## src/rtl/iqq_pkg.sv

```systemverilog
`timescale 1ns / 1ps
// ----------------------------------------------------------------------------
// iqq_pkg
// Shared types, codes and reset values of the input event qualifier queue.
// ----------------------------------------------------------------------------
package iqq_pkg;

    localparam int IQQ_QUEUE_DEPTH = 8;
    localparam int IQQ_BTN_COUNT   = 3;

    localparam logic [2:0] REQ_SAMPLE = 3'd0;
    localparam logic [2:0] REQ_SEED   = 3'd1;
    localparam logic [2:0] REQ_ENC    = 3'd2;
    localparam logic [2:0] REQ_TOUCH  = 3'd3;
    localparam logic [2:0] REQ_POP    = 3'd4;

    localparam logic [2:0] EV_NONE   = 3'd0;
    localparam logic [2:0] EV_BACK   = 3'd1;
    localparam logic [2:0] EV_WAKE   = 3'd2;
    localparam logic [2:0] EV_SELECT = 3'd3;
    localparam logic [2:0] EV_UP     = 3'd4;
    localparam logic [2:0] EV_DOWN   = 3'd5;

    localparam logic [1:0] BTN_BACK = 2'd0;
    localparam logic [1:0] BTN_WAKE = 2'd1;

    localparam logic [1:0] CFG_DEBOUNCE  = 2'd0;
    localparam logic [1:0] CFG_SWIPE_MIN = 2'd1;
    localparam logic [1:0] CFG_EDGE_ZONE = 2'd2;

    localparam logic [15:0] DEBOUNCE_RST  = 16'd30;
    localparam logic [15:0] SWIPE_MIN_RST = 16'd40;
    localparam logic [15:0] EDGE_ZONE_RST = 16'd20;

    typedef struct packed {
        logic       hit;
        logic [2:0] code;
    } t_touch_res;

    function automatic logic [2:0] btn_code(input logic [1:0] id);
        logic [2:0] code;
        case (id)
            BTN_BACK: code = EV_BACK;
            BTN_WAKE: code = EV_WAKE;
            default:  code = EV_SELECT;
        endcase
        return code;
    endfunction

endpackage

```

## src/rtl/iqq_ram.sv

```systemverilog
`timescale 1ns / 1ps
// ----------------------------------------------------------------------------
// iqq_ram
// Generic single-write, single-read RAM with registered read data.
// ----------------------------------------------------------------------------
module iqq_ram #(
    parameter int WIDTH = 3,
    parameter int DEPTH = 8,
    localparam int ADDR_W = (DEPTH > 1) ? $clog2(DEPTH) : 1
) (
    input  logic              i_clk,
    input  logic              i_wr_en,
    input  logic [ADDR_W-1:0] i_wr_addr,
    input  logic [WIDTH-1:0]  i_wr_data,
    input  logic [ADDR_W-1:0] i_rd_addr,
    output logic [WIDTH-1:0]  o_rd_data
);

    logic [WIDTH-1:0] r_mem [DEPTH];
    logic [WIDTH-1:0] r_rd_data;

    always_ff @(posedge i_clk) begin
        if (i_wr_en) begin
            r_mem[i_wr_addr] <= i_wr_data;
        end
        r_rd_data <= r_mem[i_rd_addr];
    end

    assign o_rd_data = r_rd_data;

endmodule

```

## src/rtl/iqq_touch_classify.sv

```systemverilog
`timescale 1ns / 1ps
// ----------------------------------------------------------------------------
// iqq_touch_classify
// Classify a touch as tap, edge swipe right or vertical swipe.
// ----------------------------------------------------------------------------
module iqq_touch_classify
    import iqq_pkg::*;
(
    input  logic [15:0] i_start_x,
    input  logic [15:0] i_start_y,
    input  logic [15:0] i_end_x,
    input  logic [15:0] i_end_y,
    input  logic [15:0] i_swipe_min,
    input  logic [15:0] i_edge_zone,
    output t_touch_res  o_res
);

    logic        w_dx_neg;
    logic        w_dy_neg;
    logic [15:0] w_ax;
    logic [15:0] w_ay;

    assign w_dx_neg = i_end_x < i_start_x;
    assign w_dy_neg = i_end_y < i_start_y;
    assign w_ax     = w_dx_neg ? (i_start_x - i_end_x) : (i_end_x - i_start_x);
    assign w_ay     = w_dy_neg ? (i_start_y - i_end_y) : (i_end_y - i_start_y);

    always_comb begin
        o_res.hit  = 1'b0;
        o_res.code = EV_NONE;
        if ((w_ax < i_swipe_min) && (w_ay < i_swipe_min)) begin
            o_res.hit  = 1'b1;
            o_res.code = EV_SELECT;
        end else if (!w_dx_neg && (w_ax >= i_swipe_min) && (i_start_x <= i_edge_zone)
                     && (w_ax >= w_ay)) begin
            o_res.hit  = 1'b1;
            o_res.code = EV_BACK;
        end else if ((w_ay >= i_swipe_min) && (w_ay > w_ax)) begin
            o_res.hit  = 1'b1;
            o_res.code = w_dy_neg ? EV_UP : EV_DOWN;
        end
    end

endmodule

```

## src/rtl/input_event_qualifier_queue.sv

```systemverilog
`timescale 1ns / 1ps
// ----------------------------------------------------------------------------
// input_event_qualifier_queue
// Button debounce, encoder and touch qualification feeding an event FIFO.
// ----------------------------------------------------------------------------
// Every accepted request yields exactly one result transaction. A request is
// held in an input register and resolved by compare logic into the result
// register once any earlier result is taken; one request is taken per cycle
// while the result side keeps up. The event codes sit in a small RAM whose
// read port is addressed with the next read pointer when a request advances,
// so a pop is served from the registered read data or from a forwarded write.
// No clearing pass is needed after reset; configuration writes are taken at
// any edge and are meant to be issued while the block is idle.
// ----------------------------------------------------------------------------
module input_event_qualifier_queue
    import iqq_pkg::*;
#(
    parameter int QUEUE_DEPTH = IQQ_QUEUE_DEPTH,
    localparam int PTR_W = (QUEUE_DEPTH > 1) ? $clog2(QUEUE_DEPTH) : 1,
    localparam int CNT_W = $clog2(QUEUE_DEPTH + 1)
) (
    input  logic              i_clk,
    input  logic              i_rst_n,

    input  logic              i_cfg_wr_en,
    input  logic [1:0]        i_cfg_index,
    input  logic [15:0]       i_cfg_wdata,

    input  logic              i_in_valid,
    output logic              o_in_ready,
    input  logic [2:0]        i_req_type,
    input  logic [1:0]        i_button_id,
    input  logic              i_pressed_level,
    input  logic [31:0]       i_time_ms,
    input  logic signed [15:0] i_rotary_delta,
    input  logic [15:0]       i_touch_start_x,
    input  logic [15:0]       i_touch_start_y,
    input  logic [15:0]       i_touch_end_x,
    input  logic [15:0]       i_touch_end_y,

    output logic              o_out_valid,
    input  logic              i_out_ready,
    output logic              o_accepted,
    output logic              o_event_valid,
    output logic [2:0]        o_event_code,
    output logic [CNT_W-1:0]  o_queue_level
);

    localparam logic [PTR_W-1:0] PTR_LAST  = PTR_W'(QUEUE_DEPTH - 1);
    localparam logic [CNT_W-1:0] CNT_FULL  = CNT_W'(QUEUE_DEPTH);

    // configuration
    logic [15:0] r_debounce;
    logic [15:0] r_swipe_min;
    logic [15:0] r_edge_zone;

    // input register
    logic               r_in_valid;
    logic [2:0]         r_req;
    logic [1:0]         r_id;
    logic               r_lvl;
    logic [31:0]        r_now;
    logic signed [15:0] r_delta;
    logic [15:0]        r_sx;
    logic [15:0]        r_sy;
    logic [15:0]        r_ex;
    logic [15:0]        r_ey;

    // button state
    logic [IQQ_BTN_COUNT-1:0] r_raw;
    logic [IQQ_BTN_COUNT-1:0] n_raw;
    logic [IQQ_BTN_COUNT-1:0] r_stable;
    logic [IQQ_BTN_COUNT-1:0] n_stable;
    logic [31:0]              r_ctime [IQQ_BTN_COUNT];
    logic [31:0]              n_ctime [IQQ_BTN_COUNT];

    // queue state
    logic [PTR_W-1:0] r_wr_ptr;
    logic [PTR_W-1:0] n_wr_ptr;
    logic [PTR_W-1:0] r_rd_ptr;
    logic [PTR_W-1:0] n_rd_ptr;
    logic [CNT_W-1:0] r_total;
    logic [CNT_W-1:0] n_total;
    logic             r_byp_valid;
    logic [2:0]       r_byp_data;

    // result register
    logic             r_out_valid;
    logic             r_accepted;
    logic             r_event_valid;
    logic [2:0]       r_event_code;
    logic [CNT_W-1:0] r_queue_level;

    logic             w_adv;
    logic             w_in_acc;
    logic             w_id_ok;
    logic             w_full;
    logic             w_raw_cur;
    logic             w_stable_cur;
    logic [31:0]      w_ctime_cur;
    logic [31:0]      w_ctime_eff;
    logic [31:0]      w_diff;
    logic             w_hold;
    logic             w_push;
    logic [2:0]       w_push_code;
    logic             w_pop;
    logic             n_accepted;
    logic             n_event_valid;
    logic [2:0]       n_event_code;
    logic [2:0]       w_ram_rdata;
    logic [2:0]       w_head_code;
    logic [PTR_W-1:0] w_rd_addr;
    logic             w_wr_en;
    t_touch_res       w_touch;

    assign w_adv      = r_in_valid && (!r_out_valid || i_out_ready);
    assign o_in_ready = !r_in_valid || w_adv;
    assign w_in_acc   = i_in_valid && o_in_ready;

    assign w_id_ok      = r_id < 2'(IQQ_BTN_COUNT);
    assign w_full       = r_total == CNT_FULL;
    assign w_raw_cur    = w_id_ok ? r_raw[r_id] : 1'b0;
    assign w_stable_cur = w_id_ok ? r_stable[r_id] : 1'b0;
    assign w_ctime_cur  = w_id_ok ? r_ctime[r_id] : 32'd0;
    assign w_ctime_eff  = (r_lvl != w_raw_cur) ? r_now : w_ctime_cur;
    assign w_diff       = r_now - w_ctime_eff;
    assign w_hold       = (r_lvl == w_stable_cur) || (w_diff < {16'd0, r_debounce});
    assign w_head_code  = r_byp_valid ? r_byp_data : w_ram_rdata;

    iqq_touch_classify u_touch (
        .i_start_x   (r_sx),
        .i_start_y   (r_sy),
        .i_end_x     (r_ex),
        .i_end_y     (r_ey),
        .i_swipe_min (r_swipe_min),
        .i_edge_zone (r_edge_zone),
        .o_res       (w_touch)
    );

    always_comb begin
        n_raw         = r_raw;
        n_stable      = r_stable;
        n_ctime       = r_ctime;
        w_push        = 1'b0;
        w_push_code   = EV_NONE;
        w_pop         = 1'b0;
        n_accepted    = 1'b0;
        n_event_valid = 1'b0;
        n_event_code  = EV_NONE;
        case (r_req)
            REQ_SAMPLE: begin
                if (w_id_ok) begin
                    n_raw[r_id]   = r_lvl;
                    n_ctime[r_id] = w_ctime_eff;
                    if (w_hold) begin
                        n_accepted = 1'b1;
                    end else if (!(r_lvl && w_full)) begin
                        n_accepted     = 1'b1;
                        w_push         = r_lvl;
                        w_push_code    = btn_code(r_id);
                        n_stable[r_id] = r_lvl;
                    end
                end
            end
            REQ_SEED: begin
                if (w_id_ok) begin
                    n_raw[r_id]    = r_lvl;
                    n_stable[r_id] = r_lvl;
                    n_ctime[r_id]  = r_now;
                    n_accepted     = 1'b1;
                end
            end
            REQ_ENC: begin
                if (r_delta == 16'sd0) begin
                    n_accepted = 1'b1;
                end else if (!w_full) begin
                    n_accepted  = 1'b1;
                    w_push      = 1'b1;
                    w_push_code = r_delta[15] ? EV_UP : EV_DOWN;
                end
            end
            REQ_TOUCH: begin
                if (!w_touch.hit) begin
                    n_accepted = 1'b1;
                end else if (!w_full) begin
                    n_accepted  = 1'b1;
                    w_push      = 1'b1;
                    w_push_code = w_touch.code;
                end
            end
            REQ_POP: begin
                if (r_total != '0) begin
                    w_pop         = 1'b1;
                    n_accepted    = 1'b1;
                    n_event_valid = 1'b1;
                    n_event_code  = w_head_code;
                end
            end
            default: begin
            end
        endcase
    end

    always_comb begin
        n_wr_ptr = r_wr_ptr;
        n_rd_ptr = r_rd_ptr;
        n_total  = r_total;
        if (w_push) begin
            n_wr_ptr = (r_wr_ptr == PTR_LAST) ? '0 : r_wr_ptr + 1'b1;
            n_total  = r_total + 1'b1;
        end
        if (w_pop) begin
            n_rd_ptr = (r_rd_ptr == PTR_LAST) ? '0 : r_rd_ptr + 1'b1;
            n_total  = r_total - 1'b1;
        end
    end

    assign w_wr_en   = w_adv && w_push;
    assign w_rd_addr = !i_rst_n ? '0 : (w_adv ? n_rd_ptr : r_rd_ptr);

    iqq_ram #(
        .WIDTH (3),
        .DEPTH (QUEUE_DEPTH)
    ) u_store (
        .i_clk     (i_clk),
        .i_wr_en   (w_wr_en),
        .i_wr_addr (r_wr_ptr),
        .i_wr_data (w_push_code),
        .i_rd_addr (w_rd_addr),
        .o_rd_data (w_ram_rdata)
    );

    always_ff @(posedge i_clk) begin
        if (!i_rst_n) begin
            r_debounce  <= DEBOUNCE_RST;
            r_swipe_min <= SWIPE_MIN_RST;
            r_edge_zone <= EDGE_ZONE_RST;
            r_in_valid  <= 1'b0;
            r_out_valid <= 1'b0;
            r_raw       <= '0;
            r_stable    <= '0;
            r_ctime     <= '{default: '0};
            r_wr_ptr    <= '0;
            r_rd_ptr    <= '0;
            r_total     <= '0;
            r_byp_valid <= 1'b0;
        end else begin
            if (i_cfg_wr_en) begin
                case (i_cfg_index)
                    CFG_DEBOUNCE:  r_debounce  <= i_cfg_wdata;
                    CFG_SWIPE_MIN: r_swipe_min <= i_cfg_wdata;
                    CFG_EDGE_ZONE: r_edge_zone <= i_cfg_wdata;
                    default: begin
                    end
                endcase
            end
            if (w_in_acc) begin
                r_in_valid <= 1'b1;
            end else if (w_adv) begin
                r_in_valid <= 1'b0;
            end
            if (w_adv) begin
                r_out_valid <= 1'b1;
                r_raw       <= n_raw;
                r_stable    <= n_stable;
                r_ctime     <= n_ctime;
                r_wr_ptr    <= n_wr_ptr;
                r_rd_ptr    <= n_rd_ptr;
                r_total     <= n_total;
            end else if (i_out_ready) begin
                r_out_valid <= 1'b0;
            end
            // forward a write that lands on the address being read
            r_byp_valid <= w_wr_en && (r_wr_ptr == w_rd_addr);
        end
    end

    always_ff @(posedge i_clk) begin
        r_byp_data <= w_push_code;
        if (w_in_acc) begin
            r_req   <= i_req_type;
            r_id    <= i_button_id;
            r_lvl   <= i_pressed_level;
            r_now   <= i_time_ms;
            r_delta <= i_rotary_delta;
            r_sx    <= i_touch_start_x;
            r_sy    <= i_touch_start_y;
            r_ex    <= i_touch_end_x;
            r_ey    <= i_touch_end_y;
        end
        if (w_adv) begin
            r_accepted    <= n_accepted;
            r_event_valid <= n_event_valid;
            r_event_code  <= n_event_code;
            r_queue_level <= n_total;
        end
    end

    assign o_out_valid   = r_out_valid;
    assign o_accepted    = r_accepted;
    assign o_event_valid = r_event_valid;
    assign o_event_code  = r_event_code;
    assign o_queue_level = r_queue_level;

endmodule

```

## config.mk

```make
export PLATFORM = sky130hd
export DESIGN_NAME = input_event_qualifier_queue
export DESIGN_NICKNAME = d
export VERILOG_FILES = /design/src/rtl/iqq_pkg.sv /design/src/rtl/iqq_ram.sv /design/src/rtl/iqq_touch_classify.sv /design/src/rtl/input_event_qualifier_queue.sv
export SDC_FILE = /design/constraint.sdc
export NUM_CORES = 1
export LEC_CHECK = 0
export BUFFER_PORTS_ARGS = -buffer_cell sky130_fd_sc_hd__buf_2
export CELL_PAD_IN_SITES_DETAIL_PLACEMENT = 1
export CELL_PAD_IN_SITES_GLOBAL_PLACEMENT = 2
export CORE_MARGIN = 5
export CORE_UTILIZATION = 35
export DETAILED_ROUTE_END_ITERATION = 12
export GPL_TIMING_DRIVEN = 0
export PLACE_DENSITY = 0.75
export SKIP_LAST_GASP = 1
export SYNTH_ARGS = -nofsm -noshare
export SYNTH_HDL_FRONTEND = slang
export SYNTH_SLANG_ARGS = --single-unit
```

## constraint.sdc

```tcl
create_clock -name i_clk -period 8.8 [get_ports i_clk]
set_input_delay 2.2 -clock i_clk [delete_from_list [all_inputs] [get_ports i_clk]]
set_output_delay 2.2 -clock i_clk [all_outputs]
set_load 0.05 [all_outputs]
```

Yosys cells after proc, flatten, opt, wreduce, memory -nomap -nowiden
Memory sizes are Yosys's and may differ from the RTL's. A register that Yosys moved wholly into a read port is not among the register bits. Cells that the tools add are included.

Bits in writable memories: 24. Latch bits: 0. Memories kept: 1. Bits in registers: 293. Word-level logic and storage cells: 179. ROM bits: 0.

Equal/unequal tests: 17. Mux-type cells: 73. Bitwise gates (word level): 1. Shift-type cells: 0. Magnitude comparators: 15. Div/mod/pow operators: 0. Reductions and logical operators: 35. Multiply operators: 0. $add $sub $neg: 9.

Memories: u_store.r_mem (words 8, bits a word 3, rd ports 1, clocked after Yosys merged registers in 1, write ports 1, RTL line iqq_ram.sv:19) `logic [WIDTH-1:0] r_mem [DEPTH];`.

Operator list (number): bitwise mux 96 bit (2); 2-to-1 mux 96 bit (2); case mux 96 bit (2 select lines) (1); 2-to-1 mux 32 bit (5); binary-select mux 32 bit (select 2 bit) (1); demux 32 bit (select 2 bit) (1); < comparator 16 bit (4); subtractor 16 bit (4); >= comparator 16 bit (3); 2-to-1 mux 3 bit (14); < comparator 32 x 16 -> 1 bit (1); 2-to-1 mux 16 bit (2); subtractor 32 bit (1); 2-to-1 mux 1 bit (27); 2-to-1 mux 4 bit (5); > comparator 16 bit (1); less-or-equal comparator 16 bit (1); logical NOT 16 bit (1); logical AND 1 bit (12); AND reduction 2 bit (5); == test 3 bit (second input constant) (3); case mux 3 bit (3 select lines) (1); != test 2 bit (second input constant) (4); adder 3 x 1 -> 3 bit (second input constant) (2); 34 further kinds (47).

Logic depth before layout (Yosys ltp)
Gate-level depths: netlist (run 1).

Depth in word-level cells: 15. Gate-level depth with buffers: 32.

By module
Synthesis (run 1) repeated with hierarchy kept, for this count alone.

Cell total of the unflattened synthesis: 2277. Area total of the unflattened synthesis: 20205.6 µm².

Modules (own cells, without submodules): input_event_qualifier_queue (area each 14154.8 µm², cells each 1538, seq. area each 7136.8 µm², instances 1); iqq_touch_classify (area each 5008.6 µm², cells each 689, seq. area each 0.0 µm², instances 1); iqq_ram (area each 1042.2 µm², cells each 50, seq. area each 780.7 µm², instances 1).

Worst setup path before layout (run 1)
OpenSTA, ideal clock, no wires.

Path kind: flip-flop to flip-flop. Start: register r_id[0]. End: register r_total[1]. Path slack: 2.364 ns. Setup time: 0.095 ns. Cell stages (with the launch flop): 31. Data required time: 8.705 ns. Clock period less this slack: 6.436 ns. Path buffers: 2. Arrival: 6.341 ns. Cell sequence: edfxtp_1 mux2_4 or3_4 and2_1 buf_6 clkbuf_1 a221oi_1 a21oi_1 ha_1 fa_1 nand2b_1 o2bb2ai_1 a21oi_1 a21oi_1 a211oi_2 nor2_1 o21ai_0 xnor2_1 ha_1 a21o_1 a21o_1 a21oi_1 o221ai_1 a211o_1 nor3_1 nand4_1 nor4b_1 a311oi_1 a211o_1 or4_1 o311ai_1.

Cells in the longest elaborated chain, start to end: 14. Elaborated cells on any way between the ends: 23.

Ends and longest elaborated chain: start: declaration (RTL line input_event_qualifier_queue.sv:60) `logic [1:0] r_id;`; start signal: assignment (RTL line input_event_qualifier_queue.sv:282) `r_id <= i_button_id;`; NOT 2 -> 3 bit (not written as such) (RTL line input_event_qualifier_queue.sv:124) `assign w_ctime_cur = w_id_ok ? r_ctime[r_id] : 32'd0;`; binary-select mux 32 bit (select 2 bit) (RTL line input_event_qualifier_queue.sv:124); 2-to-1 mux 32 bit (not written as such) (2 in series) (RTL line input_event_qualifier_queue.sv:124); 2-to-1 mux 32 bit (RTL line input_event_qualifier_queue.sv:124); 2-to-1 mux 32 bit (RTL line input_event_qualifier_queue.sv:125) `assign w_ctime_eff = (r_lvl != w_raw_cur) ? r_now : w_ctime_cur;`; subtractor 32 bit (RTL line input_event_qualifier_queue.sv:126) `assign w_diff = r_now - w_ctime_eff;`; < comparator 32 x 16 -> 1 bit (RTL line input_event_qualifier_queue.sv:127) `assign w_hold = (r_lvl == w_stable_cur) || (w_diff < {16'd0, r_debounce});`; logical OR 1 bit (RTL line input_event_qualifier_queue.sv:127); 2-to-1 mux 1 bit (RTL line input_event_qualifier_queue.sv:155) `if (w_hold) begin`; 2-to-1 mux 1 bit * (RTL line input_event_qualifier_queue.sv:152) `if (w_id_ok) begin`; case mux 1 bit (3 select lines) * (RTL line input_event_qualifier_queue.sv:150) `case (r_req)`; 2-to-1 mux 4 bit * (RTL line input_event_qualifier_queue.sv:208) `if (w_push) begin`; 2-to-1 mux 4 bit * (RTL line input_event_qualifier_queue.sv:212) `if (w_pop) begin`; end signal: assignment (RTL line input_event_qualifier_queue.sv:269) `r_total <= n_total;`; end: declaration (RTL line input_event_qualifier_queue.sv:82) `logic [CNT_W-1:0] r_total;`.

Mark *: on every way between the ends. The rest lies on a longest branch, timed or not. The select of a mux whose other input is x is not followed. A chain may end at the register's enable or synchronous reset.

Worst setup path in the final report (run 1)
Start: register r_id[0]. End: memory u_store.r_mem[0][1] (enable).

Cells in the longest elaborated chain, start to end: 15. Elaborated cells on any way between the ends: 24.

Ends and longest elaborated chain: NOT 2 -> 3 bit (not written as such) (RTL line input_event_qualifier_queue.sv:124); binary-select mux 32 bit (select 2 bit) (RTL line input_event_qualifier_queue.sv:124); 2-to-1 mux 32 bit (not written as such) (2 in series) (RTL line input_event_qualifier_queue.sv:124); 2-to-1 mux 32 bit (RTL line input_event_qualifier_queue.sv:124); 2-to-1 mux 32 bit (RTL line input_event_qualifier_queue.sv:125); subtractor 32 bit (RTL line input_event_qualifier_queue.sv:126); < comparator 32 x 16 -> 1 bit (RTL line input_event_qualifier_queue.sv:127); logical OR 1 bit (RTL line input_event_qualifier_queue.sv:127); 2-to-1 mux 1 bit (RTL line input_event_qualifier_queue.sv:155); 2-to-1 mux 1 bit * (RTL line input_event_qualifier_queue.sv:152); case mux 1 bit (3 select lines) * (RTL line input_event_qualifier_queue.sv:150); logical AND 1 bit * (RTL line input_event_qualifier_queue.sv:218) `assign w_wr_en = w_adv && w_push;`; 2-to-1 mux 1 bit * (RTL line iqq_ram.sv:23) `if (i_wr_en) begin`; 2-to-1 mux 1 bit (not written as such) * (RTL line iqq_ram.sv:24) `r_mem[i_wr_addr] <= i_wr_data;`; end: declaration (RTL line iqq_ram.sv:19).

Marks and branches as above.

==> flow_summary.json, run 1 <==
{
  "pwr-share-comb": 0.264,
  "vias_in_the_first_global_route": 18380,
  "die_h_um": 248.2,
  "area_used_by_multi_input_combinational_logic_sq_mm": 0.01090,
  "timing.setup.critical_path_class": "flip-flop to flip-flop",
  "async_reset_ff_frac": 0,
  "cp_data_arrival_time_ns": 8.54,
  "grtUsageTotal": 0.2149,
  "setup.worst_path.start_class": "flip-flop",
  "routabilityCongestion": 0.8915,
  "cts_max_path_buffers": 3,
  "post-cts-setup-buffer-count": 0,
  "preCtsSetupSlack_ns": -0.4077,
  "hp-class": "flip-flop to flip-flop",
  "timing.final.max_slew_violations": 0,
  "cp_max_fo": 10,
  "clk_pin_slew_ns": 0.06,
  "final_worst_clock_skew_ns": 0.02003,
  "utilization": 0.4057,
  "filler_cell_count": 6674,
  "synth_area_sq_mm": 0.01986,
  "initial_core_util": 0.3530,
  "power-per-cell-area_mw_per_mm2": 192.3,
  "final_setup_violations": 0,
  "share_clk_of_total_power": 0.355,
  "antenna_violations_before_repair": 4,
  "synthFlopType": "sky130_fd_sc_hd__dfxtp_1",
  "max_stage_delay_ns": 0.57,
  "boundaryPins": 152,
  "htree_num_levels": 2,
  "seq_area_frac_synth": 0.3986,
  "avgSynthCellArea_sq_um": 8.770,
  "yosys_warnings": 0,
  "cts_inserted_buffers": 38,
  "wire_per_inst_um": 20.90,
  "grt_overflow": 0,
  "fraction_of_layout_cells_with_a_size_suffix_above_1": 0.1038,
  "area_growth_pct": 14.95,
  "clkSinkCount": 320,
  "place.detailed.instances": 3173,
  "grt_max_degree": 69,
  "cp_data_required_time_ns": 9.08,
  "p_sw_frac": 0.3267,
  "placement.io_buffers": 151,
  "yosys.cell_types.count": 82,
  "critPathSlowestCell": "sky130_fd_sc_hd__clkbuf_1",
  "status": "complete, no violations",
  "routed-via-count": 17540,
  "irDropWorstVdd_uv": 129.7,
  "dp_hpwl_um": 53190,
  "max-cap-violations": 0,
  "drt_iter0_markers": 802,
  "period_minus_slack_ns": 8.257,
  "final-instance-count-excl-fill": 3244,
  "fp.dieArea_sq_mm": 0.06162,
  "register_area_sq_mm": 0.007918,
  "grt_pass1_wl_um": 103900,
  "worstSkewPairLatency_ns": 0.56,
  "final_area_sq_mm": 0.02283,
  "slew_headroom": 0.03924,
  "synth_edf_count": 151,
  "synth_nets": 2586,
  "cp_num_buf_inv": 3,
  "power_share_of_the_sequential_group": 0.381,
  "timing.critical_path.to_type": "flip-flop",
  "via_per_inst": 5.406,
  "setup_slack_ns": 0.5434,
  "core_area_sq_mm": 0.05628,
  "power.net_switching_w": 0.001434,
  "post_synth_inst_count": 2265,
  "final.setup.tns_ns": 0,
  "tightest_slew_ns": 1.430,
  "number_of_nets_in_the_finished_design": 2777,
  "remaining_drc_errors": 0,
  "post_route_antenna_net_violation_count": 0,
  "drt_pass1_iterations": 5,
  "synth-seq-cells": 320,
  "maxClockFrequency_mhz": 121.1,
  "internal_power_w": 0.002957,
  "chipWidth_um": 248.2,
  "p_leak_nw": 9.050,
  "final_critical_path_share_of_the_clock_period": 0.9383,
  "placement_rows": 87,
  "place_area_sq_mm": 0.02160,
  "cpMostUsedCell": "sky130_fd_sc_hd__o21ai_0",
  "critical_path.top_delay_family": "compound AO/OA/AOI/OAI gates",
  "cts_root_buf": "sky130_fd_sc_hd__clkbuf_16",
  "tritoncts": "done",
  "rsz0062_at_grt": "no",
  "detail_route.wirelength_um": 67810,
  "timing_hold_violations_final": 0
}
[Yosys cell counts, types with 6 or more instances]
library cell / n / share of area
sky130_fd_sc_hd__nand3_1: 41 / 0.010
sky130_fd_sc_hd__nand2b_1: 9 / 0.0028
sky130_fd_sc_hd__o2bb2ai_1: 8 / 0.0035
sky130_fd_sc_hd__o21a_1: 17 / 0.0064
sky130_fd_sc_hd__nor3_1: 99 / 0.025
sky130_fd_sc_hd__a31oi_1: 12 / 0.0038
sky130_fd_sc_hd__o21ai_0: 109 / 0.027
sky130_fd_sc_hd__or3_1: 10 / 0.0031
sky130_fd_sc_hd__o31ai_1: 9 / 0.0034
sky130_fd_sc_hd__a221oi_1: 10 / 0.0044
sky130_fd_sc_hd__a22oi_1: 7 / 0.0026
sky130_fd_sc_hd__or4_1: 6 / 0.0023
sky130_fd_sc_hd__nor3b_1: 7 / 0.0026
sky130_fd_sc_hd__xnor2_1: 48 / 0.021
sky130_fd_sc_hd__and3_1: 8 / 0.0025
sky130_fd_sc_hd__mux2i_1: 66 / 0.033
sky130_fd_sc_hd__nand3b_1: 8 / 0.0030
sky130_fd_sc_hd__nor2_1: 255 / 0.048
sky130_fd_sc_hd__dfxtp_1: 169 / 0.17
sky130_fd_sc_hd__xor2_1: 16 / 0.0071
sky130_fd_sc_hd__buf_1: 14 / 0.0026
sky130_fd_sc_hd__ha_1: 175 / 0.11
sky130_fd_sc_hd__a211oi_1: 13 / 0.0049
sky130_fd_sc_hd__clkbuf_1: 94 / 0.018
sky130_fd_sc_hd__nor2b_1: 12 / 0.0038
sky130_fd_sc_hd__edfxtp_1: 151 / 0.23
sky130_fd_sc_hd__a21oi_1: 177 / 0.045
sky130_fd_sc_hd__o211ai_1: 44 / 0.017
sky130_fd_sc_hd__a21o_1: 64 / 0.024
sky130_fd_sc_hd__nor4_1: 9 / 0.0028
sky130_fd_sc_hd__inv_1: 161 / 0.030
sky130_fd_sc_hd__nand2_1: 251 / 0.047
sky130_fd_sc_hd__mux2_2: 15 / 0.0085
sky130_fd_sc_hd__a211o_1: 7 / 0.0031
sky130_fd_sc_hd__o21bai_1: 21 / 0.0079
sky130_fd_sc_hd__and2_1: 8 / 0.0025
sky130_fd_sc_hd__a221o_1: 6 / 0.0030
sky130_fd_sc_hd__nand4_1: 33 / 0.010
[sequential cells by signal (all words and copies together) (netlist names), 4 cells and up]
| signal | flops |
|---|---|
| r_ey | 16 |
| r_edge_zone | 16 |
| r_total | 4 |
| r_sy | 16 |
| r_swipe_min | 16 |
| o_queue_level | 4 |
| r_now | 32 |
| r_sx | 16 |
| r_ctime | 96 |
| r_delta | 16 |
| r_debounce | 16 |
| u_store.r_mem | 24 |
| r_ex | 16 |
[worst paths after layout]
kind | endpoint | start | slack (ns) | depth (start not counted)
worst max-delay path | u_store.r_mem[0][1] | r_id[0] | 0.54 | 28
worst min-delay path | r_ctime[31] | r_ctime[31] | 0.46 | 2
worst max register to register | u_store.r_mem[0][1] | r_id[0] | 0.54 | 28
worst min register to register | r_ctime[31] | r_ctime[31] | 0.46 | 2
[power groups by stage]
stage | Clock, W | Sequential (W) | Combinational, W
6_report | 0.00156 | 0.00167 | 0.00116
5_1_grt | 0.00166 | 0.00168 | 0.00129
4_1_cts | 0.00161 | 0.00167 | 0.00116
3_5_place_dp | 0 | 0.00171 | 0.00115
3_3_place_gp | 0 | 0.00171 | 0.00111
2_1_floorplan | 0 | 0.00170 | 0.000767
[what timing repair did]
action	4_1_cts	5_1_grt
hold buffers	0	0
endpoints found under the setup margin	54	54
gates resized for setup	1	7
[metal layers]
layer / vias up / track usage / wire (um) / share of wire
li1: 8466 / - / - / -
met1: 8647 / 0.2942 / 31560 / 0.47
met2: 338 / 0.3574 / 31670 / 0.47
met3: 86 / 0.03605 / 3068 / 0.045
met4: 0 / 0.05080 / 1515 / 0.022
met5: - / 0 / 0 / 0
[through the flow]
stage	hold slack, ns	total power (W)
2_1_floorplan	0.4329	0.002471
3_3_place_gp	0.4392	0.002818
3_5_place_dp	0.4470	0.002856
4_1_cts	0.4546	0.004446
5_1_grt	0.4708	0.004631
6_report	0.4553	0.004391
[area by class of cell]
type | count | area share
Antenna cell | 2 | 0.0002192
Buffer | 114 | 0.01962
Clock buffer | 52 | 0.04619
Clock inverter | 18 | 0.007124
Inverter | 163 | 0.02680
Multi-Input combinational cell | 1667 | 0.4776
Sequential cell | 320 | 0.3468
Tap cell | 756 | 0.04143
Timing Repair Buffer | 152 | 0.03430
[layout by cell type (no fill, tap or decap), types with 44 or more instances in the layout]
cell type	n
sky130_fd_sc_hd__a21o_1	64
sky130_fd_sc_hd__a21oi_1	176
sky130_fd_sc_hd__buf_2	156
sky130_fd_sc_hd__clkbuf_1	103
sky130_fd_sc_hd__dfxtp_1	169
sky130_fd_sc_hd__edfxtp_1	151
sky130_fd_sc_hd__ha_1	175
sky130_fd_sc_hd__inv_1	161
sky130_fd_sc_hd__mux2i_1	66
sky130_fd_sc_hd__nand2_1	251
sky130_fd_sc_hd__nor2_1	255
sky130_fd_sc_hd__nor3_1	99
sky130_fd_sc_hd__o211ai_1	44
sky130_fd_sc_hd__o21ai_0	108
sky130_fd_sc_hd__xnor2_1	48
[worst min-delay path: stages (launching register included)]
cell and delay, ns:
sky130_fd_sc_hd__dfxtp_1 0.31, sky130_fd_sc_hd__nand2_1 0.05, sky130_fd_sc_hd__a21oi_1 0.05
[logic make-up after synthesis]
| group | after synthesis | synth area share |
|---|---|---|
| simple gates | 779 | 0.1771 |
| compound gates | 558 | 0.1810 |
| flops | 320 | 0.3986 |
| buf+inv | 278 | 0.05341 |
| fa+ha+maj | 181 | 0.1158 |
| mux | 85 | 0.04592 |
| xor+xnor | 64 | 0.02822 |
Note: power is estimated with default switching activity, not from simulation.
==> inputs of run 2 (changes only) <==
- MAX_ROUTING_LAYER: default -> met4
==> run 2 against run 1 <==
Against the previous run:
- largest power group unchanged
- sequential power about the same
- clock skew barely moved
- combinational power hardly changed
- critical endpoint is now u_store.r_mem[2][1]
- largest cell class unchanged
- setup slack worse by 0.034 ns
==> flow_summary.json, run 2 (synthesis gave the netlist of run 1 again) <==
{
  "via_per_inst": 5.391,
  "placement.io_buffers": 151,
  "min_path_cells": 2,
  "core_area_sq_mm": 0.05628,
  "final_critical_path_share_of_the_clock_period": 0.9421,
  "final_worst_clock_skew_ns": 0.01961,
  "p_leak_nw": 9.106,
  "fp.dieArea_sq_mm": 0.06162,
  "initial_core_util": 0.3530,
  "vias_in_the_first_global_route": 18320,
  "period_minus_slack_ns": 8.290,
  "hp-start": "r_edge_zone[6]",
  "largest_register_ffs": 96,
  "boundaryPins": 152,
  "die_h_um": 248.2,
  "htree_num_levels": 2,
  "cts_max_path_buffers": 3,
  "p_total_w": 0.004498,
  "remaining_drc_errors": 0,
  "holdWs_ns": 0.4545,
  "drt_iter0_markers": 851,
  "timing.critical_path.from": "r_lvl",
  "fraction_of_layout_cells_with_a_size_suffix_above_1": 0.1052,
  "detail_route.wirelength_um": 67970,
  "leading_cell_type_in_the_layout_fill_and_taps_excluded": "sky130_fd_sc_hd__nor2_1",
  "cts_inserted_buffers": 40,
  "timing_hold_violations_final": 0,
  "timing.final.max_slew_violations": 0,
  "irDropWorstVdd_uv": 126.6,
  "timing.critical_path.to_type": "flip-flop",
  "grt_overflow": 0,
  "grt_pass1_wl_um": 104300,
  "antenna_violations_before_repair": 4,
  "number_of_nets_in_the_finished_design": 2779,
  "grt_max_degree": 69,
  "dp_hpwl_um": 53130,
  "hp-class": "flip-flop to flip-flop",
  "rsz0062_at_grt": "no",
  "tritoncts": "done",
  "wire_per_inst_um": 20.93,
  "layout_top_registers": "r_ctime (96), r_now (32), u_store.r_mem (24)",
  "cp_data_arrival_time_ns": 8.49,
  "setup.worst_path.start_class": "flip-flop",
  "post-cts-setup-buffer-count": 0,
  "cts_root_buf": "sky130_fd_sc_hd__clkbuf_16",
  "drt_pass1_iterations": 5,
  "cp_max_fo": 10,
  "r2r.worst_path.cells": 27,
  "post_route_antenna_net_violation_count": 0,
  "chipWidth_um": 248.2,
  "clk_pin_slew_ns": 0.06,
  "slew_headroom": 0.1199,
  "status": "complete, no violations",
  "timing.setup.critical_path_class": "flip-flop to flip-flop",
  "placement_rows": 87,
  "cts_repair_resized_insts": 1,
  "routabilityCongestion": 0.9074,
  "tightest_slew_ns": 1.310,
  "cp_data_required_time_ns": 9.00,
  "maxClockFrequency_mhz": 120.6,
  "layout.cells.most_common_list": "sky130_fd_sc_hd__nor2_1, sky130_fd_sc_hd__nand2_1, sky130_fd_sc_hd__a21oi_1, sky130_fd_sc_hd__ha_1, sky130_fd_sc_hd__dfxtp_1",
  "biggest_register": "r_ctime",
  "cts_hold_repair_buffers": 0,
  "final_setup_violations": 0,
  "clkSinkCount": 320,
  "routed-via-count": 17510,
  "power-per-cell-area_mw_per_mm2": 196.1,
  "timing.rr.start": "r_lvl",
  "max-cap-violations": 0,
  "grtUsageTotal": 0.2219,
  "area_growth_pct": 15.46,
  "worstSkewPairLatency_ns": 0.57
}
[run 2: cell types whose count changed in the layout (fill, tap and decap cells not counted), sizes merged]
| cell | change |
|---|---|
| clkinv | +4 |
| clkinvlp | -2 |
| bufinv | +2 |
| clkbuf | -1 |
| inv | +1 |
[run 2: path summary, 6_finish.rpt]
kind                                             to  slack (ns)
worst min-delay path                 r_edge_zone[6]        0.45
worst max-delay path            u_store.r_mem[2][1]        0.51
worst max register to register  u_store.r_mem[2][1]        0.51
worst min register to register       r_edge_zone[6]        0.45
[run 2: area by class of cell]
| cell class | count | area, sq um |
|---|---|---|
| Fill cell | 6678 | 33340 |
| Timing Repair Buffer | 152 | 783.3 |
| Antenna cell | 2 | 5.005 |
| Tap cell | 756 | 945.9 |
| Clock buffer | 51 | 1084 |
| Multi-Input combinational cell | 1667 | 10900 |
| Inverter | 163 | 611.8 |
| Sequential cell | 320 | 7918 |
| Buffer | 114 | 447.9 |
| Clock inverter | 23 | 236.5 |
[run 2: per-layer routing]
| metal | routed length (um) | track usage | up-vias | part of all wire |
|---|---|---|---|---|
| met5 | 0 | - | - | 0 |
| met4 | 1476 | 0.04885 | 0 | 0.022 |
| met3 | 3116 | 0.03573 | 85 | 0.046 |
| met2 | 31420 | 0.3582 | 348 | 0.46 |
| met1 | 31960 | 0.2964 | 8598 | 0.47 |
| li1 | - | - | 8478 | - |
[run 2: through the flow]
stage               instances  cell area [sq um]  TNS (ns)    util  worst slack [ns]
CTS                      3246              22920         0  0.4072            0.1835
floorplan                2265              19860         0       -             2.364
global placement         3172              21570    -6.607  0.3832           -0.2823
global route             3248              22940         0  0.4075           0.02807
finish                   3248              22940         0  0.4075            0.5097
detailed placement       3173              21600    -10.52  0.3837           -0.3264
[run 2: where the power goes]
group          switching, W  leakage, nW  internal, W  total [W]
clock              0.000669        0.645     0.000994    0.00166
sequential        0.0000457         2.83      0.00163    0.00167
combinational      0.000737         5.63     0.000423    0.00116
total               0.00145         9.11      0.00305    0.00450
[run 2: critical path, cell delays in order (launching register included)]
cell and delay [ns]:
sky130_fd_sc_hd__edfxtp_1 0.38, sky130_fd_sc_hd__clkbuf_1 0.26, sky130_fd_sc_hd__and4b_1 0.28, sky130_fd_sc_hd__a221oi_2 0.39, sky130_fd_sc_hd__and2_1 0.22, sky130_fd_sc_hd__buf_6 0.13
sky130_fd_sc_hd__clkbuf_1 0.45, sky130_fd_sc_hd__a221oi_1 0.16, sky130_fd_sc_hd__a21oi_1 0.31, sky130_fd_sc_hd__inv_1 0.08, sky130_fd_sc_hd__ha_1 0.28, sky130_fd_sc_hd__nor2b_1 0.13
sky130_fd_sc_hd__o21ai_0 0.23, sky130_fd_sc_hd__a21oi_1 0.15, sky130_fd_sc_hd__nor3_1 0.54, sky130_fd_sc_hd__or3_1 0.31, sky130_fd_sc_hd__o21ai_0 0.22, sky130_fd_sc_hd__a31oi_1 0.28
sky130_fd_sc_hd__xnor2_1 0.10, sky130_fd_sc_hd__ha_1 0.31, sky130_fd_sc_hd__nand4_1 0.13, sky130_fd_sc_hd__a2111oi_0 0.43, sky130_fd_sc_hd__nor3_1 0.10, sky130_fd_sc_hd__nand4_1 0.15
sky130_fd_sc_hd__nor4b_2 0.08, sky130_fd_sc_hd__and4b_1 0.24, sky130_fd_sc_hd__or4b_2 0.67, sky130_fd_sc_hd__o21ai_0 0.93
==> inputs of run 3 (changes only) <==
- SYNTH_HIERARCHICAL: default -> 1
==> run 3 against run 2 <==
Against the previous run:
- non-clock buffer count down 3
- design area up 1.6%
- register-to-register slack better by 0.54 ns
- sequential power about the same
- die area up 1.7%
- cell count up 0.74%
- via count up 0.51%
- maximum frequency up 6.9%
- total power up 0.62%
- setup slack better by 0.54 ns
- critical path depth down 1
- sequential share of layout area down 0.54 points
- critical path type unchanged
- critical endpoint is now u_store/r_mem[0][0]
- largest cell class unchanged
==> flow_summary.json, run 3 <==
{
  "status": "complete, no violations",
  "avgSynthCellArea_sq_um": 8.874,
  "chipWidth_um": 250.3,
  "synth_area_sq_mm": 0.02021,
  "dp_hpwl_um": 56000,
  "pwr-share-comb": 0.262,
  "max-cap-violations": 0,
  "r2r.worst_path.cells": 26,
  "p_leak_nw": 9.329,
  "biggest_register": "r_ctime",
  "power.net_switching_w": 0.001482,
  "remaining_drc_errors": 0,
  "placement.io_buffers": 151,
  "cts_repair_resized_insts": 0,
  "synth_nets": 2597,
  "holdWs_ns": 0.4537,
  "core_area_sq_mm": 0.05748,
  "final_critical_path_share_of_the_clock_period": 0.8810,
  "synth_most_common_cell": "sky130_fd_sc_hd__nand2_1",
  "final.setup.tns_ns": 0,
  "worstSkewPairLatency_ns": 0.59,
  "leading_cell_type_in_the_layout_fill_and_taps_excluded": "sky130_fd_sc_hd__nand2_1",
  "cts_inserted_buffers": 41,
  "area_growth_pct": 15.33,
  "htree_num_levels": 2,
  "synth_edf_count": 151,
  "cp_data_required_time_ns": 9.09,
  "irDropWorstVdd_uv": 142.4,
  "cp_data_arrival_time_ns": 8.05,
  "tightest_slew_ns": 1.205,
  "grt_max_degree": 49,
  "timing.final.max_slew_violations": 0,
  "fp.dieArea_sq_mm": 0.06264,
  "detail_route.wirelength_um": 70760,
  "post_route_antenna_net_violation_count": 0,
  "drt_pass1_iterations": 5,
  "p_sw_frac": 0.3274,
  "cts_max_path_buffers": 3,
  "post-cts-setup-buffer-count": 0,
  "cp_max_fo": 10,
  "synth_top_area_cell": "sky130_fd_sc_hd__edfxtp_1",
  "yosysTopAreaCellShare": 0.2244,
  "post_synth_inst_count": 2277,
  "number_of_nets_in_the_finished_design": 2793,
  "routed-via-count": 17600,
  "clkSinkCount": 320,
  "die_h_um": 250.3,
  "hp-class": "flip-flop to flip-flop",
  "internal_power_w": 0.003044,
  "seq_area_frac_synth": 0.3919,
  "yosys_warnings": 6,
  "wire_per_inst_um": 21.62,
  "initial_core_util": 0.3516,
  "grtUsageTotal": 0.2245,
  "slew_headroom": 0.1902,
  "max_stage_delay_ns": 0.58,
  "cts_root_buf": "sky130_fd_sc_hd__clkbuf_16",
  "async_reset_ff_frac": 0,
  "period_minus_slack_ns": 7.753,
  "boundaryPins": 152,
  "timing_hold_violations_final": 0,
  "cts_hold_repair_buffers": 0,
  "placement_rows": 88,
  "post_synth_most_frequent_cells": "sky130_fd_sc_hd__nand2_1, sky130_fd_sc_hd__nor2_1, sky130_fd_sc_hd__ha_1",
  "final_setup_violations": 0,
  "synth_area_leaders": "sky130_fd_sc_hd__edfxtp_1, sky130_fd_sc_hd__dfxtp_1, sky130_fd_sc_hd__ha_1",
  "power-per-cell-area_mw_per_mm2": 194.2,
  "yosys.cell_types.count": 104,
  "grt_overflow": 0,
  "layout.cells.most_common_list": "sky130_fd_sc_hd__nand2_1, sky130_fd_sc_hd__nor2_1, sky130_fd_sc_hd__ha_1, sky130_fd_sc_hd__dfxtp_1, sky130_fd_sc_hd__buf_2",
  "drt_iter0_markers": 945,
  "vias_in_the_first_global_route": 18670,
  "largest_register_ffs": 96,
  "maxClockFrequency_mhz": 129.0,
  "synth-seq-cells": 320,
  "clk_pin_slew_ns": 0.06,
  "grt_pass1_wl_um": 108900,
  "fraction_of_layout_cells_with_a_size_suffix_above_1": 0.1137,
  "routabilityCongestion": 0.8885,
  "critPathSlowestCell": "sky130_fd_sc_hd__and4_1",
  "antenna_violations_before_repair": 3,
  "layout_top_registers": "r_ctime (96), r_now (32), u_store/r_mem (24)",
  "rsz0062_at_grt": "no",
  "timing.critical_path.to_type": "flip-flop",
  "timing.setup.critical_path_class": "flip-flop to flip-flop",
  "synthFlopType": "sky130_fd_sc_hd__dfxtp_1",
  "tritoncts": "done",
  "min_path_cells": 2,
  "final_worst_clock_skew_ns": 0.03406,
  "share_clk_of_total_power": 0.369,
  "filler_cell_count": 6864,
  "setup.worst_path.start_class": "flip-flop",
  "via_per_inst": 5.379,
  "power_share_of_the_sequential_group": 0.369
}
==> run 3: cell count changes after synthesis, sizes merged, moves of 9 or more <==
cell / delta
clkbuf: -14
and4: +9
a21oi: -21
buf: +9
o21bai: -11
xor2: +12
nand2: +29
a211oi: +9
mux2i: -19
==> run 3: path summary, 6_finish.rpt <==
path,start,slack [ns],end
worst max-delay path,r_id[0],1.05,u_store/r_mem[0][0]
worst max register to register,r_id[0],1.05,u_store/r_mem[0][0]
worst min register to register,r_debounce[9],0.45,r_debounce[9]
worst min-delay path,r_debounce[9],0.45,r_debounce[9]
==> run 3: power by group through the flow <==
| stage | logic [W] | registers, W | clock network, W |
|---|---|---|---|
| final | 0.00118 | 0.00167 | 0.00167 |
| after global placement | 0.00115 | 0.00170 | 0 |
| after floorplan | 0.000801 | 0.00170 | 0 |
| after CTS | 0.00119 | 0.00167 | 0.00172 |
| after global routing | 0.00132 | 0.00168 | 0.00178 |
| after detailed placement | 0.00118 | 0.00170 | 0 |
==> run 3: layout make-up <==
class | instances | area [sq um] | share of cell area
antenna | 1 | 2.502 | 0.0001074
buffer | 110 | 480.5 | 0.02062
clock buffer | 61 | 1141 | 0.04897
clock inverter | 15 | 190.2 | 0.008162
inverter | 156 | 585.6 | 0.02513
multi-input combinational | 1691 | 11220 | 0.4817
sequential | 320 | 7918 | 0.3398
tap | 765 | 957.2 | 0.04108
timing repair buffer | 153 | 803.3 | 0.03447
==> run 3: worst max-delay path: cells and delay by family (launching register included) <==
| kind | cells | cell delay [ns] |
|---|---|---|
| and+or+nand+nor | 7 | 2.05 |
| AOI/OAI and AO/OA | 13 | 2.83 |
| muxes | 1 | 0.35 |
| buffers and inverters | 2 | 0.80 |
| xor gates and xnor gates | 1 | 0.26 |
| DFF | 1 | 0.46 |
| adders and majority gates | 2 | 0.67 |
==> run 3: kinds of logic after synthesis <==
kind of cell / Yosys count / synth area share
mux: 70 / 0.04075
fa+ha+maj: 182 / 0.1142
compound gates: 553 / 0.1861
flops: 320 / 0.3919
buf+inv: 266 / 0.05276
xor+xnor: 69 / 0.03028
simple gates: 817 / 0.1840
==> run 3: per-stage QoR <==
stage                     instance area [sq um]  total power [W]    util  setup slack (ns)  cells
final                                     23300         0.004526  0.4054             1.047   3272
after global placement                    21920         0.002852  0.3814             1.109   3193
after CTS                                 23300         0.004583  0.4054            0.9671   3271
after detailed placement                  21970         0.002883  0.3822             1.028   3195
after floorplan                           20210         0.002501       -             2.888   2277
after global routing                      23300         0.004772  0.4054            0.5391   3272
==> run 3: routing by layer <==
| layer | part of all wire | wire [um] | track usage | vias up |
|---|---|---|---|---|
| met5 | 0 | 0 | - | - |
| met4 | 0.028 | 1974 | 0.06128 | 0 |
| met3 | 0.037 | 2627 | 0.03229 | 112 |
| met2 | 0.48 | 33860 | 0.3763 | 284 |
| met1 | 0.46 | 32300 | 0.2857 | 8634 |
| li1 | - | - | - | 8569 |
